[config.mk]
export PLATFORM = sky130hd
export DESIGN_NAME = midi_touch_to_cv_gate_top
export DESIGN_NICKNAME = d
export VERILOG_FILES = /design/src/rtl/core/mtcg_pkg.sv /design/src/rtl/core/midi_touch_to_cv_gate_top.sv /design/src/rtl/core/mtcg_ctrl.sv /design/src/rtl/core/mtcg_dp.sv
export SDC_FILE = /design/constraint.sdc
export NUM_CORES = 2
export LEC_CHECK = 0
export BUFFER_PORTS_ARGS = -buffer_cell sky130_fd_sc_hd__buf_2
export CAP_MARGIN = 10
export CORE_UTILIZATION = 25
export DETAILED_ROUTE_END_ITERATION = 8
export PLACE_DENSITY = 0.49
export SLEW_MARGIN = 20
export SYNTH_ARGS = -nofsm -noshare
export SYNTH_HDL_FRONTEND = slang
export SYNTH_SLANG_ARGS = --single-unit
[constraint.sdc]
create_clock -name clk -period 6.4 [get_ports clk]
set_input_delay 1.28 -clock clk [delete_from_list [all_inputs] [get_ports clk]]
set_output_delay 1.28 -clock clk [all_outputs]
set_load 0.03 [all_outputs]
[src/rtl/core/mtcg_pkg.sv]
package mtcg_pkg;

    localparam int NOTE_SLOTS_DEF = 128;
    localparam int ZONE_SLOTS_DEF = 32;
    localparam int FIRST_ZONE_DEF = 0;

    localparam int PADDR_W = 5;
    localparam int PDATA_W = 32;
    localparam int DIV_STEPS = 14;

    localparam logic [6:0]  BASE_NOTE_RST  = 7'd36;
    localparam logic [6:0]  TOUCH_CC_RST   = 7'd1;
    localparam logic [15:0] PULSE_TICKS_RST = 16'd10;
    localparam logic [15:0] DEBOUNCE_RST   = 16'd50;
    localparam logic [6:0]  CC_PEAK_RST    = 7'd127;

    localparam logic [6:0]  LEVEL_MAX   = 7'd127;
    localparam logic [7:0]  PITCH_MAX   = 8'd60;
    localparam logic [15:0] TICKS_MAX   = 16'hFFFF;
    localparam logic [7:0]  TOTAL_MAX   = 8'd255;

    localparam int PULSE_FAST = 0;
    localparam int PULSE_SLOW = 1;
    localparam int PULSE_RAND = 2;

    typedef enum logic [1:0] {
        CMD_NOTE_ON  = 2'd0,
        CMD_NOTE_OFF = 2'd1,
        CMD_CC       = 2'd2,
        CMD_TICK     = 2'd3
    } cmd_code_t;

    typedef enum logic [2:0] {
        REG_BASE_NOTE   = 3'd0,
        REG_TOUCH_CC    = 3'd1,
        REG_PULSE_TICKS = 3'd2,
        REG_DEBOUNCE    = 3'd3,
        REG_CC_PEAK     = 3'd4
    } reg_index_t;

    typedef enum logic [1:0] {
        KIND_PRESS   = 2'd0,
        KIND_RELEASE = 2'd1,
        KIND_CC      = 2'd2,
        KIND_TICK    = 2'd3
    } kind_t;

    typedef enum logic [3:0] {
        ST_IDLE,
        ST_CHECK,
        ST_PRESS,
        ST_RELEASE,
        ST_CC_START,
        ST_DIV,
        ST_CC_END,
        ST_TICK,
        ST_SCAN,
        ST_SCAN_APPLY,
        ST_ZONE,
        ST_ZONE_READ,
        ST_FINISH
    } state_t;

    typedef struct packed {
        logic [1:0] cmd;
        logic [6:0] key;
        logic [6:0] amount;
    } in_item_t;

    typedef struct packed {
        logic [5:0] fast_pitch;
        logic [5:0] slow_pitch;
        logic [6:0] random_level;
        logic [6:0] touch_level;
        logic       fast_gate;
        logic       slow_gate;
        logic       random_gate;
        logic       touch_gate;
    } out_item_t;

    typedef struct packed {
        logic ld_item;
        logic do_press;
        logic do_release;
        logic do_tick;
        logic cc_start;
        logic div_step;
        logic cc_end;
        logic scan_step;
        logic scan_apply;
        logic zone_eval;
        logic zone_read;
        logic out_load;
    } ctrl_t;

    typedef struct packed {
        kind_t kind;
        logic  item_ok;
        logic  press_zone;
        logic  rel_scan;
        logic  scan_done;
        logic  div_done;
        logic  zone_need_read;
        logic  out_free;
    } stat_t;

    function automatic logic [5:0] clamp_pitch(input logic signed [7:0] p);
        logic [5:0] r;
        if (p < 0)
        begin
            r = 6'd0;
        end
        else if (p > signed'(PITCH_MAX))
        begin
            r = PITCH_MAX[5:0];
        end
        else
        begin
            r = p[5:0];
        end
        return r;
    endfunction

endpackage

[src/rtl/core/midi_touch_to_cv_gate_top.sv]
// Each event passes CHECK and FINISH. An ignored event passes nothing else; a tick adds
// TICK, a release with no scan RELEASE, a note-on PRESS and possibly ZONE and ZONE_READ,
// a touch control change CC_START, DIV (one quotient bit per cycle) and CC_END, and a
// release that scans held notes RELEASE, SCAN, SCAN_APPLY, ZONE and possibly ZONE_READ.
// One event at a time; the next transfer is taken once the result is registered.
// Reset clears the FSM and most datapath state; configuration registers get defaults.
module midi_touch_to_cv_gate_top #(
    parameter int NOTE_SLOTS = mtcg_pkg::NOTE_SLOTS_DEF,
    parameter int ZONE_SLOTS = mtcg_pkg::ZONE_SLOTS_DEF,
    parameter int FIRST_ZONE = mtcg_pkg::FIRST_ZONE_DEF
) (
    input  logic                         clk,
    input  logic                         rst_n,
    input  logic                         in_valid,
    output logic                         in_ready,
    input  mtcg_pkg::in_item_t           in_item,
    output logic                         out_valid,
    input  logic                         out_ready,
    output mtcg_pkg::out_item_t          out_item,
    input  logic                         psel,
    input  logic                         penable,
    input  logic                         pwrite,
    input  logic [mtcg_pkg::PADDR_W-1:0] paddr,
    input  logic [mtcg_pkg::PDATA_W-1:0] pwdata,
    output logic [mtcg_pkg::PDATA_W-1:0] prdata,
    output logic                         pready
);

    mtcg_pkg::ctrl_t ctrl;
    mtcg_pkg::stat_t stat;

    assign pready = 1'b1;

    mtcg_ctrl u_ctrl (
        .clk      (clk),
        .rst_n    (rst_n),
        .in_valid (in_valid),
        .in_ready (in_ready),
        .stat     (stat),
        .ctrl     (ctrl)
    );

    mtcg_dp #(
        .NOTE_SLOTS (NOTE_SLOTS),
        .ZONE_SLOTS (ZONE_SLOTS),
        .FIRST_ZONE (FIRST_ZONE)
    ) u_dp (
        .clk       (clk),
        .rst_n     (rst_n),
        .ctrl      (ctrl),
        .stat      (stat),
        .in_item   (in_item),
        .out_valid (out_valid),
        .out_ready (out_ready),
        .out_item  (out_item),
        .psel      (psel),
        .penable   (penable),
        .pwrite    (pwrite),
        .paddr     (paddr),
        .pwdata    (pwdata),
        .prdata    (prdata)
    );

endmodule

[src/rtl/core/mtcg_ctrl.sv]
module mtcg_ctrl (
    input  logic            clk,
    input  logic            rst_n,
    input  logic            in_valid,
    output logic            in_ready,
    input  mtcg_pkg::stat_t stat,
    output mtcg_pkg::ctrl_t ctrl
);

    mtcg_pkg::state_t state_reg;
    mtcg_pkg::state_t state_next;

    always_ff @(posedge clk or negedge rst_n)
    begin
        if (!rst_n)
        begin
            state_reg <= mtcg_pkg::ST_IDLE;
        end
        else
        begin
            state_reg <= state_next;
        end
    end

    always_comb
    begin
        state_next = state_reg;
        case (state_reg)
            mtcg_pkg::ST_IDLE:
            begin
                if (in_valid)
                begin
                    state_next = mtcg_pkg::ST_CHECK;
                end
            end
            mtcg_pkg::ST_CHECK:
            begin
                if (!stat.item_ok)
                begin
                    state_next = mtcg_pkg::ST_FINISH;
                end
                else
                begin
                    case (stat.kind)
                        mtcg_pkg::KIND_PRESS:   state_next = mtcg_pkg::ST_PRESS;
                        mtcg_pkg::KIND_RELEASE: state_next = mtcg_pkg::ST_RELEASE;
                        mtcg_pkg::KIND_CC:      state_next = mtcg_pkg::ST_CC_START;
                        default:                state_next = mtcg_pkg::ST_TICK;
                    endcase
                end
            end
            mtcg_pkg::ST_PRESS:
            begin
                state_next = stat.press_zone ? mtcg_pkg::ST_ZONE : mtcg_pkg::ST_FINISH;
            end
            mtcg_pkg::ST_RELEASE:
            begin
                state_next = stat.rel_scan ? mtcg_pkg::ST_SCAN : mtcg_pkg::ST_FINISH;
            end
            mtcg_pkg::ST_CC_START:
            begin
                state_next = mtcg_pkg::ST_DIV;
            end
            mtcg_pkg::ST_DIV:
            begin
                if (stat.div_done)
                begin
                    state_next = mtcg_pkg::ST_CC_END;
                end
            end
            mtcg_pkg::ST_CC_END:
            begin
                state_next = mtcg_pkg::ST_FINISH;
            end
            mtcg_pkg::ST_TICK:
            begin
                state_next = mtcg_pkg::ST_FINISH;
            end
            mtcg_pkg::ST_SCAN:
            begin
                if (stat.scan_done)
                begin
                    state_next = mtcg_pkg::ST_SCAN_APPLY;
                end
            end
            mtcg_pkg::ST_SCAN_APPLY:
            begin
                state_next = mtcg_pkg::ST_ZONE;
            end
            mtcg_pkg::ST_ZONE:
            begin
                state_next = stat.zone_need_read ? mtcg_pkg::ST_ZONE_READ
                                                 : mtcg_pkg::ST_FINISH;
            end
            mtcg_pkg::ST_ZONE_READ:
            begin
                state_next = mtcg_pkg::ST_FINISH;
            end
            mtcg_pkg::ST_FINISH:
            begin
                if (stat.out_free)
                begin
                    state_next = mtcg_pkg::ST_IDLE;
                end
            end
            default:
            begin
                state_next = mtcg_pkg::ST_IDLE;
            end
        endcase
    end

    always_comb
    begin
        ctrl     = '0;
        in_ready = 1'b0;
        case (state_reg)
            mtcg_pkg::ST_IDLE:
            begin
                in_ready     = 1'b1;
                ctrl.ld_item = in_valid;
            end
            mtcg_pkg::ST_PRESS:      ctrl.do_press   = 1'b1;
            mtcg_pkg::ST_RELEASE:    ctrl.do_release = 1'b1;
            mtcg_pkg::ST_CC_START:   ctrl.cc_start   = 1'b1;
            mtcg_pkg::ST_DIV:        ctrl.div_step   = 1'b1;
            mtcg_pkg::ST_CC_END:     ctrl.cc_end     = 1'b1;
            mtcg_pkg::ST_TICK:       ctrl.do_tick    = 1'b1;
            mtcg_pkg::ST_SCAN:       ctrl.scan_step  = 1'b1;
            mtcg_pkg::ST_SCAN_APPLY: ctrl.scan_apply = 1'b1;
            mtcg_pkg::ST_ZONE:       ctrl.zone_eval  = 1'b1;
            mtcg_pkg::ST_ZONE_READ:  ctrl.zone_read  = 1'b1;
            mtcg_pkg::ST_FINISH:     ctrl.out_load   = stat.out_free;
            default:
            begin
                ctrl = '0;
            end
        endcase
    end

endmodule

[src/rtl/core/mtcg_dp.sv]
module mtcg_dp #(
    parameter int NOTE_SLOTS = mtcg_pkg::NOTE_SLOTS_DEF,
    parameter int ZONE_SLOTS = mtcg_pkg::ZONE_SLOTS_DEF,
    parameter int FIRST_ZONE = mtcg_pkg::FIRST_ZONE_DEF
) (
    input  logic                         clk,
    input  logic                         rst_n,
    input  mtcg_pkg::ctrl_t              ctrl,
    output mtcg_pkg::stat_t              stat,
    input  mtcg_pkg::in_item_t           in_item,
    output logic                         out_valid,
    input  logic                         out_ready,
    output mtcg_pkg::out_item_t          out_item,
    input  logic                         psel,
    input  logic                         penable,
    input  logic                         pwrite,
    input  logic [mtcg_pkg::PADDR_W-1:0] paddr,
    input  logic [mtcg_pkg::PDATA_W-1:0] pwdata,
    output logic [mtcg_pkg::PDATA_W-1:0] prdata
);

    localparam int NIW = (NOTE_SLOTS > 1) ? $clog2(NOTE_SLOTS) : 1;
    localparam int ZIW = (ZONE_SLOTS > 1) ? $clog2(ZONE_SLOTS) : 1;
    localparam int SCW = NIW + 1;
    localparam int DCW = $clog2(mtcg_pkg::DIV_STEPS);
    localparam logic [SCW-1:0] SCAN_END = SCW'(NOTE_SLOTS);
    localparam logic [DCW-1:0] DIV_LAST = DCW'(mtcg_pkg::DIV_STEPS - 1);
    localparam logic signed [7:0] ZONE_BASE = 8'(FIRST_ZONE);
    localparam logic signed [7:0] ZONE_CNT  = 8'(ZONE_SLOTS);

    mtcg_pkg::in_item_t item_reg, item_next;
    logic [6:0]  base_reg, base_next;
    logic [6:0]  tcc_reg, tcc_next;
    logic [15:0] gpt_reg, gpt_next;
    logic [15:0] rdt_reg, rdt_next;
    logic [6:0]  icp_reg, icp_next;

    logic [NOTE_SLOTS-1:0] flags_reg, flags_next;
    logic [6:0]  vmem [NOTE_SLOTS];
    logic [6:0]  vrd_reg;
    logic [7:0]  total_reg, total_next;
    logic        touch_reg, touch_next;
    logic        deb_run_reg, deb_run_next;
    logic [15:0] deb_cnt_reg, deb_cnt_next;
    logic signed [7:0] fast_reg, fast_next;
    logic signed [7:0] slow_reg, slow_next;
    logic [6:0]  rnd_reg, rnd_next;
    logic [2:0]  pact_reg, pact_next;
    logic [15:0] pcnt_reg [3];
    logic [15:0] pcnt_next [3];
    logic        seen_reg, seen_next;
    logic signed [5:0] prev_reg, prev_next;
    logic [ZONE_SLOTS-1:0] zval_reg, zval_next;
    logic signed [7:0] zmem [ZONE_SLOTS];
    logic signed [7:0] zrd_reg;
    logic signed [7:0] zrel_reg, zrel_next;
    logic        zpulse_reg, zpulse_next;
    logic [6:0]  press_reg, press_next;
    logic [6:0]  peak_reg, peak_next;
    logic [13:0] num_reg, num_next;
    logic [6:0]  rem_reg, rem_next;
    logic [13:0] quo_reg, quo_next;
    logic [DCW-1:0] dcnt_reg, dcnt_next;
    logic [SCW-1:0] scnt_reg, scnt_next;
    logic        pv_reg, pv_next;
    logic [NIW-1:0] pi_reg, pi_next;
    logic signed [7:0] top_reg, top_next;
    logic [6:0]  loud_reg, loud_next;
    mtcg_pkg::out_item_t out_reg, out_next;
    logic        ovalid_reg, ovalid_next;

    logic        wr_en;
    logic [2:0]  wr_idx;
    logic        key_ok;
    logic [NIW-1:0] kidx;
    logic        key_held;
    logic signed [7:0] rel;
    logic signed [7:0] zq;
    logic signed [7:0] zidx8;
    logic        zin_range;
    logic [ZIW-1:0] zidx;
    logic        zchanged;
    logic        zfirst;
    logic [NIW-1:0] sidx;
    logic        scan_live;
    logic [7:0]  rem_sh;
    logic        qbit;
    logic [6:0]  pk;
    logic [15:0] cinc;
    logic [15:0] dinc;

    assign wr_en  = psel & penable & pwrite;
    assign wr_idx = paddr[4:2];

    assign key_ok   = ({1'b0, item_reg.key} < 8'(NOTE_SLOTS));
    assign kidx     = item_reg.key[NIW-1:0];
    assign key_held = key_ok && flags_reg[kidx];
    assign rel      = signed'({1'b0, item_reg.key}) - signed'({1'b0, base_reg});

    assign zq        = (zrel_reg < 0) ? ((zrel_reg + 8'sd3) >>> 2) : (zrel_reg >>> 2);
    assign zidx8     = zq - ZONE_BASE;
    assign zin_range = (zidx8 >= 0) && (zidx8 < ZONE_CNT);
    assign zidx      = zidx8[ZIW-1:0];
    assign zchanged  = seen_reg && (zq[5:0] != prev_reg);
    assign zfirst    = zchanged && zin_range && !zval_reg[zidx];

    assign scan_live = (scnt_reg < SCAN_END);
    assign sidx      = scnt_reg[NIW-1:0];

    assign rem_sh = {rem_reg, num_reg[13]};
    assign qbit   = (rem_sh >= {1'b0, peak_reg});
    assign pk     = (item_reg.amount > peak_reg) ? item_reg.amount : peak_reg;

    always_comb
    begin
        case (item_reg.cmd)
            mtcg_pkg::CMD_NOTE_ON:
            begin
                stat.kind    = (item_reg.amount != 7'd0) ? mtcg_pkg::KIND_PRESS
                                                         : mtcg_pkg::KIND_RELEASE;
                stat.item_ok = (item_reg.amount != 7'd0) ? (key_ok && !key_held) : key_held;
            end
            mtcg_pkg::CMD_NOTE_OFF:
            begin
                stat.kind    = mtcg_pkg::KIND_RELEASE;
                stat.item_ok = key_held;
            end
            mtcg_pkg::CMD_CC:
            begin
                stat.kind    = mtcg_pkg::KIND_CC;
                stat.item_ok = (item_reg.key == tcc_reg);
            end
            default:
            begin
                stat.kind    = mtcg_pkg::KIND_TICK;
                stat.item_ok = 1'b1;
            end
        endcase
        stat.press_zone     = touch_reg || (total_reg == 8'd0);
        stat.rel_scan       = touch_reg && (total_reg > 8'd1);
        stat.scan_done      = !scan_live;
        stat.div_done       = (dcnt_reg == DIV_LAST);
        stat.zone_need_read = zchanged && zin_range && zval_reg[zidx];
        stat.out_free       = !ovalid_reg || out_ready;
    end

    always_comb
    begin
        item_next    = ctrl.ld_item ? in_item : item_reg;
        base_next    = base_reg;
        tcc_next     = tcc_reg;
        gpt_next     = gpt_reg;
        rdt_next     = rdt_reg;
        icp_next     = icp_reg;
        flags_next   = flags_reg;
        total_next   = total_reg;
        touch_next   = touch_reg;
        deb_run_next = deb_run_reg;
        deb_cnt_next = deb_cnt_reg;
        fast_next    = fast_reg;
        slow_next    = slow_reg;
        rnd_next     = rnd_reg;
        pact_next    = pact_reg;
        pcnt_next    = pcnt_reg;
        seen_next    = seen_reg;
        prev_next    = prev_reg;
        zval_next    = zval_reg;
        zrel_next    = zrel_reg;
        zpulse_next  = zpulse_reg;
        press_next   = press_reg;
        peak_next    = peak_reg;
        num_next     = num_reg;
        rem_next     = rem_reg;
        quo_next     = quo_reg;
        dcnt_next    = dcnt_reg;
        scnt_next    = scnt_reg;
        pv_next      = pv_reg;
        pi_next      = pi_reg;
        top_next     = top_reg;
        loud_next    = loud_reg;
        cinc         = 16'd0;
        dinc         = 16'd0;

        if (wr_en)
        begin
            case (wr_idx)
                mtcg_pkg::REG_BASE_NOTE:   base_next = pwdata[6:0];
                mtcg_pkg::REG_TOUCH_CC:    tcc_next  = pwdata[6:0];
                mtcg_pkg::REG_PULSE_TICKS: gpt_next  = pwdata[15:0];
                mtcg_pkg::REG_DEBOUNCE:    rdt_next  = pwdata[15:0];
                mtcg_pkg::REG_CC_PEAK:
                begin
                    icp_next  = pwdata[6:0];
                    peak_next = pwdata[6:0];
                end
                default:
                begin
                    base_next = base_reg;
                end
            endcase
        end

        if (ctrl.do_press)
        begin
            flags_next[kidx] = 1'b1;
            if (total_reg < mtcg_pkg::TOTAL_MAX)
            begin
                total_next = total_reg + 8'd1;
            end
            deb_run_next = 1'b0;
            if ((total_reg == 8'd0) && !touch_reg)
            begin
                touch_next = 1'b1;
                seen_next  = 1'b0;
                prev_next  = 6'sd0;
                zval_next  = '0;
            end
            if (touch_reg || (total_reg == 8'd0))
            begin
                fast_next                       = rel;
                pact_next[mtcg_pkg::PULSE_FAST] = 1'b1;
                pcnt_next[mtcg_pkg::PULSE_FAST] = 16'd0;
                rnd_next                        = item_reg.amount;
                pact_next[mtcg_pkg::PULSE_RAND] = 1'b1;
                pcnt_next[mtcg_pkg::PULSE_RAND] = 16'd0;
                zrel_next                       = rel;
                zpulse_next                     = 1'b1;
            end
        end

        if (ctrl.do_release)
        begin
            flags_next[kidx] = 1'b0;
            scnt_next        = '0;
            pv_next          = 1'b0;
            top_next         = 8'sd0;
            loud_next        = 7'd0;
            if (total_reg != 8'd0)
            begin
                total_next = total_reg - 8'd1;
                if (touch_reg && (total_reg == 8'd1))
                begin
                    deb_run_next = 1'b1;
                    deb_cnt_next = 16'd0;
                end
            end
        end

        if (ctrl.scan_step)
        begin
            pv_next = scan_live && flags_reg[sidx];
            pi_next = sidx;
            if (scan_live)
            begin
                scnt_next = scnt_reg + SCW'(1);
            end
            if (pv_reg)
            begin
                top_next = signed'(8'(pi_reg)) - signed'({1'b0, base_reg});
                if (vrd_reg >= loud_reg)
                begin
                    loud_next = vrd_reg;
                end
            end
        end

        if (ctrl.scan_apply)
        begin
            fast_next   = top_reg;
            rnd_next    = loud_reg;
            zrel_next   = top_reg;
            zpulse_next = 1'b0;
        end

        if (ctrl.zone_eval)
        begin
            if (zchanged && !(zin_range && zval_reg[zidx]))
            begin
                slow_next = zrel_reg;
                if (zpulse_reg)
                begin
                    pact_next[mtcg_pkg::PULSE_SLOW] = 1'b1;
                    pcnt_next[mtcg_pkg::PULSE_SLOW] = 16'd0;
                end
            end
            if (zfirst)
            begin
                zval_next[zidx] = 1'b1;
            end
            prev_next = zq[5:0];
            seen_next = 1'b1;
        end

        if (ctrl.zone_read)
        begin
            slow_next = zrd_reg;
            if (zpulse_reg)
            begin
                pact_next[mtcg_pkg::PULSE_SLOW] = 1'b1;
                pcnt_next[mtcg_pkg::PULSE_SLOW] = 16'd0;
            end
        end

        if (ctrl.cc_start)
        begin
            peak_next = pk;
            num_next  = (14'(item_reg.amount) * 14'(mtcg_pkg::LEVEL_MAX)) + 14'(pk >> 1);
            rem_next  = 7'd0;
            quo_next  = 14'd0;
            dcnt_next = '0;
        end

        if (ctrl.div_step)
        begin
            rem_next  = qbit ? 7'(rem_sh - {1'b0, peak_reg}) : rem_sh[6:0];
            quo_next  = {quo_reg[12:0], qbit};
            num_next  = {num_reg[12:0], 1'b0};
            dcnt_next = dcnt_reg + DCW'(1);
        end

        if (ctrl.cc_end)
        begin
            if (peak_reg == 7'd0)
            begin
                press_next = 7'd0;
            end
            else if (quo_reg > 14'(mtcg_pkg::LEVEL_MAX))
            begin
                press_next = mtcg_pkg::LEVEL_MAX;
            end
            else
            begin
                press_next = quo_reg[6:0];
            end
        end

        if (ctrl.do_tick)
        begin
            for (int k = 0; k < 3; k++)
            begin
                if (pact_reg[k])
                begin
                    cinc = (pcnt_reg[k] < mtcg_pkg::TICKS_MAX) ? pcnt_reg[k] + 16'd1
                                                               : pcnt_reg[k];
                    pcnt_next[k] = cinc;
                    if (cinc >= gpt_reg)
                    begin
                        pact_next[k] = 1'b0;
                    end
                end
            end
            if ((total_reg == 8'd0) && touch_reg && deb_run_reg)
            begin
                dinc = (deb_cnt_reg < mtcg_pkg::TICKS_MAX) ? deb_cnt_reg + 16'd1
                                                           : deb_cnt_reg;
                deb_cnt_next = dinc;
                if (dinc >= rdt_reg)
                begin
                    touch_next   = 1'b0;
                    deb_run_next = 1'b0;
                    deb_cnt_next = 16'd0;
                    pact_next    = 3'b000;
                    seen_next    = 1'b0;
                end
            end
        end
    end

    always_comb
    begin
        out_next              = out_reg;
        ovalid_next           = ovalid_reg & ~out_ready;
        if (ctrl.out_load)
        begin
            out_next.fast_pitch   = mtcg_pkg::clamp_pitch(fast_reg);
            out_next.slow_pitch   = mtcg_pkg::clamp_pitch(slow_reg);
            out_next.random_level = rnd_reg;
            out_next.touch_level  = touch_reg ? press_reg : 7'd0;
            out_next.fast_gate    = pact_reg[mtcg_pkg::PULSE_FAST];
            out_next.slow_gate    = pact_reg[mtcg_pkg::PULSE_SLOW];
            out_next.random_gate  = pact_reg[mtcg_pkg::PULSE_RAND];
            out_next.touch_gate   = touch_reg;
            ovalid_next           = 1'b1;
        end
    end

    always_ff @(posedge clk or negedge rst_n)
    begin
        if (!rst_n)
        begin
            base_reg    <= mtcg_pkg::BASE_NOTE_RST;
            tcc_reg     <= mtcg_pkg::TOUCH_CC_RST;
            gpt_reg     <= mtcg_pkg::PULSE_TICKS_RST;
            rdt_reg     <= mtcg_pkg::DEBOUNCE_RST;
            icp_reg     <= mtcg_pkg::CC_PEAK_RST;
            peak_reg    <= mtcg_pkg::CC_PEAK_RST;
            flags_reg   <= '0;
            total_reg   <= 8'd0;
            touch_reg   <= 1'b0;
            deb_run_reg <= 1'b0;
            deb_cnt_reg <= 16'd0;
            fast_reg    <= 8'sd0;
            slow_reg    <= 8'sd0;
            rnd_reg     <= 7'd0;
            pact_reg    <= 3'b000;
            for (int k = 0; k < 3; k++)
            begin
                pcnt_reg[k] <= 16'd0;
            end
            seen_reg    <= 1'b0;
            prev_reg    <= 6'sd0;
            zval_reg    <= '0;
            press_reg   <= 7'd0;
            dcnt_reg    <= '0;
            scnt_reg    <= '0;
            pv_reg      <= 1'b0;
            ovalid_reg  <= 1'b0;
        end
        else
        begin
            base_reg    <= base_next;
            tcc_reg     <= tcc_next;
            gpt_reg     <= gpt_next;
            rdt_reg     <= rdt_next;
            icp_reg     <= icp_next;
            peak_reg    <= peak_next;
            flags_reg   <= flags_next;
            total_reg   <= total_next;
            touch_reg   <= touch_next;
            deb_run_reg <= deb_run_next;
            deb_cnt_reg <= deb_cnt_next;
            fast_reg    <= fast_next;
            slow_reg    <= slow_next;
            rnd_reg     <= rnd_next;
            pact_reg    <= pact_next;
            pcnt_reg    <= pcnt_next;
            seen_reg    <= seen_next;
            prev_reg    <= prev_next;
            zval_reg    <= zval_next;
            press_reg   <= press_next;
            dcnt_reg    <= dcnt_next;
            scnt_reg    <= scnt_next;
            pv_reg      <= pv_next;
            ovalid_reg  <= ovalid_next;
        end
    end

    always_ff @(posedge clk)
    begin
        item_reg   <= item_next;
        zrel_reg   <= zrel_next;
        zpulse_reg <= zpulse_next;
        num_reg    <= num_next;
        rem_reg    <= rem_next;
        quo_reg    <= quo_next;
        pi_reg     <= pi_next;
        top_reg    <= top_next;
        loud_reg   <= loud_next;
        out_reg    <= out_next;
    end

    always_ff @(posedge clk)
    begin
        if (ctrl.do_press)
        begin
            vmem[kidx] <= item_reg.amount;
        end
        vrd_reg <= vmem[sidx];
    end

    always_ff @(posedge clk)
    begin
        if (ctrl.zone_eval && zfirst)
        begin
            zmem[zidx] <= zrel_reg;
        end
        zrd_reg <= zmem[zidx];
    end

    always_comb
    begin
        case (paddr[4:2])
            mtcg_pkg::REG_BASE_NOTE:   prdata = 32'(base_reg);
            mtcg_pkg::REG_TOUCH_CC:    prdata = 32'(tcc_reg);
            mtcg_pkg::REG_PULSE_TICKS: prdata = 32'(gpt_reg);
            mtcg_pkg::REG_DEBOUNCE:    prdata = 32'(rdt_reg);
            mtcg_pkg::REG_CC_PEAK:     prdata = 32'(icp_reg);
            default:                   prdata = 32'd0;
        endcase
    end

    assign out_valid = ovalid_reg;
    assign out_item  = out_reg;

    // Gates only pulse while the keyboard is touched.
    a_pulse_needs_touch: assert property (@(posedge clk) disable iff (!rst_n)
        !touch_reg |-> (pact_reg == 3'b000))
        else $error("gate pulse active with touch off");

    a_total_matches_flags: assert property (@(posedge clk) disable iff (!rst_n)
        $countones(flags_reg) == int'(total_reg))
        else $error("held count disagrees with held flags");

    a_debounce_idle_keys: assert property (@(posedge clk) disable iff (!rst_n)
        deb_run_reg |-> (touch_reg && (total_reg == 8'd0)))
        else $error("debounce running with notes held or touch off");

endmodule

* Yosys cells after proc, flatten, opt, wreduce, memory -nomap -nowiden *
Memories as Yosys holds them, arrays and structs flattened. A register that Yosys moved wholly into a read port is not among the register bits.
Index checks and enable logic that the tools add are counted.

cells by class
  add/sub/neg operators = 13
  multiply operators = 1
  divide/modulo/power cells = 0
  $lt $le $gt $ge = 27
  equal/unequal tests = 29
  shifts and indexed selects = 0
  muxes and demuxes = 153
  bitwise logic cells = 8
  reduce and logical (&&, ||, !) cells = 56

operator list
  kind                                                        number
  two-way mux 16 bit                                          22
  two-way mux 128 bit                                         2
  two-way mux 8 bit                                           17
  AND 128 bit                                                 1
  two-way mux 32 bit                                          4
  NOT 128 bit                                                 1
  bitwise OR 128 bit                                          1
  two-way mux 7 bit                                           16
  one-hot mux 16 bit (5 select lines)                         1
  adder 16 x 1 -> 16 bit, second input constant               4
  greater-or-equal comparator 16 bit                          4
  less-than comparator 16 bit, second input constant          4
  two-way mux 1 bit                                           60
  two-way mux 14 bit                                          4
  two-way mux 48 bit                                          1
  one-hot mux 4 bit (11 select lines)                         1
  bitwise OR 32 bit                                           1
  two-way mux 6 bit                                           5
  two-way mux 4 bit                                           7
  == test 4 bit, second input constant                        6
  less-than comparator 8 x 1 -> 1 bit, second input constant  3
  AND reduction 2 bit                                         10
  nonzero test 2 bit                                          10
  two-way mux 3 bit                                           6
  55 further kinds                                            96

word-level totals
  register bits = 464
  bits in latches = 0
  RAM bits = 1152
  ROM bits = 0
  input port bits = 60
  output and inout bits = 65
  logic and storage cells = 339
  memories kept = 2

memory list
  memory     words  bits a word  read ports  clocked after Yosys merged registers in  wr ports  line           source
  u_dp.vmem  128    7            1           1                                        1         mtcg_dp.sv:39  logic [6:0] vmem [NOTE_SLOTS];
  u_dp.zmem  32     8            1           1                                        1         mtcg_dp.sv:54  logic signed [7:0] zmem [ZONE_SLOTS];

* Depth between registers and ports, before layout *
  word-level depth = 16
  mapped depth = 26
  gate-level depth less buffers = 25

* By module *
From an unflattened synthesis, not the netlist that was laid out.

second synthesis, totals
  cell total of the unflattened synthesis = 4914
  area total of the unflattened synthesis = 74873.1 µm²

by module, submodules not included
  module                     times used  cells each  area an instance (µm²)  seq. area each (µm²)
  mtcg_dp                    1           4851        74425.1                 46822.4
  mtcg_ctrl                  1           61          436.7                   100.1
  midi_touch_to_cv_gate_top  1           2           11.3                    0.0

* Least setup slack after synthesis *
Ideal clock, no wire load.

  kind = flip-flop to flip-flop
  start point = register u_dp.item_reg[4] (netlist bit)
  end point = register u_dp.num_reg[12] (data pin)
  library setup time = 0.256 ns
  arrival time = 6.792 ns
  required time = 6.144 ns
  setup slack = -0.648 ns
  cell stages (with the launch flop) = 25
  path buffers = 1
  period minus slack after synthesis = 7.048 ns
  path through = edfxtp_1 -> ha_1 -> a21oi_1 -> nor2b_1 -> o21ai_0 -> o21ai_0 -> o22ai_1 -> clkbuf_1 -> nand2_1 -> o21ai_0 -> fa_1 -> ha_1 -> inv_1 -> fa_1 -> inv_1 -> fa_1 -> a21o_1 -> a21oi_1 -> o21bai_1 -> a21oi_1 -> o21bai_1 -> a211o_1 -> a31oi_1 -> xnor2_1 -> a22o_1

between the ends
  longest elaborated chain between the ends = 5
  elaborated cells between the ends (all ways) = 6
  those cells by class = add/sub (1); mul (1); order compare (1); mux (3)

ends and longest elaborated chain
  item                                                                                line            source
  start: declaration                                                                  mtcg_dp.sv:31   mtcg_pkg::in_item_t item_reg, item_next;
  start signal: assignment                                                            mtcg_dp.sv:450  item_reg <= item_next;
  parallel branches: the longest is 2 deep, another holds multiplier 7 x 7 -> 14 bit  --
  adder 14 x 6 -> 14 bit (*)                                                          mtcg_dp.sv:307  num_next = (14'(item_reg.amount) * 14'(mtcg_pkg::LEVEL_MAX)) + 14'(pk >> 1);
  two-way mux 14 bit (*)                                                              mtcg_dp.sv:304  if (ctrl.cc_start)
  two-way mux 14 bit (*)                                                              mtcg_dp.sv:313  if (ctrl.div_step)
  net u_dp.num_next[12]                                                               mtcg_dp.sv:60   logic [13:0] num_reg, num_next;
  end signal: assignment                                                              mtcg_dp.sv:453  num_reg <= num_next;
  end: declaration                                                                    mtcg_dp.sv:60

Mark *: on every way through the listed nets, which the timed path passes. The select of a mux whose other input is x is not followed.
A chain may end at the register's enable or synchronous reset.

* Worst setup path in the final report *
  start point = register u_dp.peak_reg[4]
  end point = register u_dp.num_reg[12] (data pin)

between the ends
  longest elaborated chain between the ends = 5

ends and longest elaborated chain
  item                           line            source
  start: declaration             mtcg_dp.sv:59   logic [6:0] peak_reg, peak_next;
  start signal: assignment       mtcg_dp.sv:396  peak_reg <= mtcg_pkg::CC_PEAK_RST;
  start signal: assignment       mtcg_dp.sv:426  peak_reg <= peak_next;
  greater-than comparator 7 bit  mtcg_dp.sv:112  assign pk = (item_reg.amount > peak_reg) ? item_reg.amount : peak_reg;
  two-way mux 7 bit (*)          mtcg_dp.sv:112
  adder 14 x 6 -> 14 bit (*)     mtcg_dp.sv:307
  two-way mux 14 bit (*)         mtcg_dp.sv:304
  two-way mux 14 bit (*)         mtcg_dp.sv:313
  net u_dp.num_next[12]          mtcg_dp.sv:60

Mark *: on every way through the listed nets, which the timed path passes. The rest lies on a longest branch. The select of a mux whose other input is x is not followed.

==> metrics.md <==
| Metric | Value |
|---|---|
| Status | `complete, no violations` |
| Relative max-transition margin | `between 10% and 20%` |
| Die ar. | `roughly 0.29 sq mm` |
| Proportion of layout cells with a drive suffix above 1 | `approximately a fifth` |
| First-pass DRT Iterations | `6` |
| RSZ-0062 raised after global routing | `false` |
| CTS clk-pin slew, worst paths | `approximately 60 ps` |
| DRC | `0` |
| Syn. warnings | `0` |
| Final Hold Viols | `0` |
| Detailed placement HPWL | `~130000 microns` |
| Wirelength per Cell | `~23 microns` |
| PortBufs | `just under 90` |
| #FFs+latches synth | `1631` |
| Num rows | `197` |
| Primary FF master, synth | `edfxtp_1` |
| Mean Syn Cell Area | `~15 sq um` |
| Final setup fails | `0` |
| Max VDD drop | `slightly above 300 uV` |
| Die Height | `542 microns` |
| DR vias/cell | `approximately 4.8` |
| Sink Count | `roughly 1600` |
| Critical path required time | `a little under 7000 ps` |
| Max reg flops | `896` |
| Dominant cells by area after synthesis | `edfxtp_1 51%, dfrtp_1 11%, mux4_2 9.9%` |
| Antenna Nets Post-Route | `0` |
| Initial antenna violation count | `15` |
| Max-cap violations | `0` |
| Clock buffer depth | `3` |
| CP peak stage delay | `approximately 560 ps` |
| Critical Path Fanout Max | `12` |
| M3 GR Usage | `between 2 and 2.5%` |
| Worst Path Arrival | `a little over 6000 ps` |
| Pin count of the biggest net entering global routing | `approximately 160` |
| I/O pin total | `125` |
| CTS tree | `done` |
| Kind of critical path | `flop to flop` |
| DRT iter0 DRCs | `roughly 4000` |
| Total grt overflow | `0` |
| Synth area leader | `edfxtp_1` |
| Cts bufs inserted | `~170` |
| GRT met1 Usage | `about a fifth` |
| Crit start category | `flop` |
| Endpoint class of the critical path | `flop` |
| Vias | `43600` |
| Clk root buf | `clkbuf_16` |
| Crit path time final | `~5600 ps` |
| Fin Clk Skew | `70.9 ps` |
| Inst Count DP | `approximately 8700` |
| LEAKAGE | `roughly 29 nW` |
| Total GRT Usage | `between 10% and 20%` |
| Worst slack, placed | `roughly 800 ps` |
| Layout area overhead | `14.9%` |
| Post-Route WL | `around 210000 microns` |
| Worst-margin pin slew | `approximately 1200 ps` |
| Htree depth | `4` |
| Cells after Synth | `approximately 4900` |
| First-pass GRT wire length | `roughly 310000 microns` |
| Fmax | `0.179 GHz` |
| Fin crit share | `between 80 and 90%` |
| Non-filler instance count after layout | `9031` |
| Core Region | `between 0.2 and 0.3 sq mm` |
| Setup Fix Bufs, Post-CTS | `0` |
| Vias in the first global route | `approximately 44000` |
| Slowest cell on crit path | `dfstp_2` |
| Total power | `30.6 mW` |
| Top-area cell type share of the netlist area | `~50%` |
| Hold-fix buffers, CTS | `0` |
| Cells along the critical path | `inv_1 > ha_1 > a21oi_1 > nor2b_1 > o21ai_1 > o21ai_1 > o22ai_2 > nand2_1 > o21ai_2 > fa_1 > ha_1 > inv_1 > fa_1 > inv_1 > ha_1 > a21o_1 > a21oi_2 > o21bai_1 > a21oi_2 > o21bai_1 > a211o_1 > a31oi_1 > xnor2_1 > a22o_1` |
| Netlist Area Pre-Place | `0.0729 sq mm` |
| Asr flop ratio synth | `between 20% and 30%` |
| Chip width | `around 540 microns` |
| Post_cts resized | `0` |
| Post-synthesis sequential area ratio | `between 60% and 70%` |
| GRT met2 Usage | `a little under a quarter` |
| Number of distinct library cells after synthesis | `just under 90` |
| Nets | `5237` |
| Power per Cell Area | `366 mW/mm^2` |
| Gr busiest metal | `met2` |
| Hold Crit Class | `input pin to async pin` |
| RePlAce Congestion | `between 0.8 and 0.9` |
| Slew Limit Fails | `0` |
| Worst-Skew Late Latency | `between 800 and 900 ps` |
| PnR worst setup slack | `809 ps` |
| Number of enable flip-flop cells after synthesis | `roughly 1200` |
| Initial core utilization | `25.2%` |
where the power goes:
| part | internal (mW) | switching [mW] |
|---|---|---|
| registers | 12.3 | 0.609 |
| logic | 3.23 | 4.37 |
| clock network | 5.79 | 4.34 |
| total | 21.3 | 9.32 |
layer usage:
metal	wire length, microns	vias to the layer above
li1	-	19300
met1	91700	22800
met2	99800	1211
met3	10500	276
met4	4000	2
met5	10	-
cell families (layout without fill, tap and decap cells):
group	after synthesis	in the layout	synth area share, %
multiplexers	535	535	13.1
flip-flops	1631	1631	64.3
adder cells (fa/ha/maj)	175	175	3.29
buffers and inverters	449	645	2.54
XOR/XNOR	93	93	1.12
AND/OR/NAND/NOR	1114	1114	7.08
other	2	20	0.0103
AO/OA/AOI/OAI	938	938	8.55
cells in the final DEF (no fill, tap or decap), types with 74 or more instances in the layout:
cell type  instances
a21oi_1          169
inv_1            130
nand3_1          106
o21ai_0          264
nand2_1          256
nor2_1           365
ha_1             146
buf_2             88
dfrtp_1          326
o221ai_1          74
mux2_2           127
nor3_1           117
edfxtp_1        1247
mux2i_1           88
mux4_2           320
clkbuf_16        178
buf_4             92
final timing paths:
path / end / depth (start not counted) / from / slack (ps)
setup / recovery: u_dp.num_reg[12] / 24 / u_dp.peak_reg[4] / 810
hold / removal: u_dp.pcnt_reg[46] / 1 / rst_n / 430
setup reg to reg: u_dp.num_reg[12] / 24 / u_dp.peak_reg[4] / 810
hold reg to reg: u_dp.slow_reg[2] / 2 / u_dp.zrd_reg[2] / 430
max in group asynchronous: u_dp.scnt_reg[2] / 2 / rst_n / 4590
min in group clk: u_dp.slow_reg[2] / 2 / u_dp.zrd_reg[2] / 430
Yosys cell counts (106+ instances only):
master	instances
nor3_1	120
nand2_1	256
inv_1	133
nor2_1	373
mux2_2	127
edfxtp_1	1247
nand3_1	106
a21oi_1	172
clkbuf_1	209
mux4_2	320
o21ai_0	271
dfrtp_1	330
ha_1	147
cell type report:
type                       instances  area [sq um]
antenna                            3          7.51
timing repair buffer             192          1370
sequential                      1631         46900
tap                             3880          4850
inverter                         133           499
clock inverter                    76           850
multi-input combinational       2872         24400
clock buffer                     244          4870
fill                           28900        205000
worst max-delay path, delay by kind of cell (launching register included):
family	cells	cell delay, ps
simple gates	2	200
xor+xnor	1	100
buf+inv	3	170
fa+ha+maj	5	1890
flops	1	560
compound gates	13	2350
per-stage QoR:
stage          cell area (sq um)  utilization, %  hold WS (ps)  TNS [ps]
2_1_floorplan              73000               -           398      -293
3_3_place_gp               78000            27.0           406         0
3_5_place_dp               78000            27.0           422         0
4_1_cts                    83700            29.0           417         0
5_1_grt                    83800            29.0           432         0
6_report                   83800            29.0           428         0
Power figures use the tool's default switching activity.
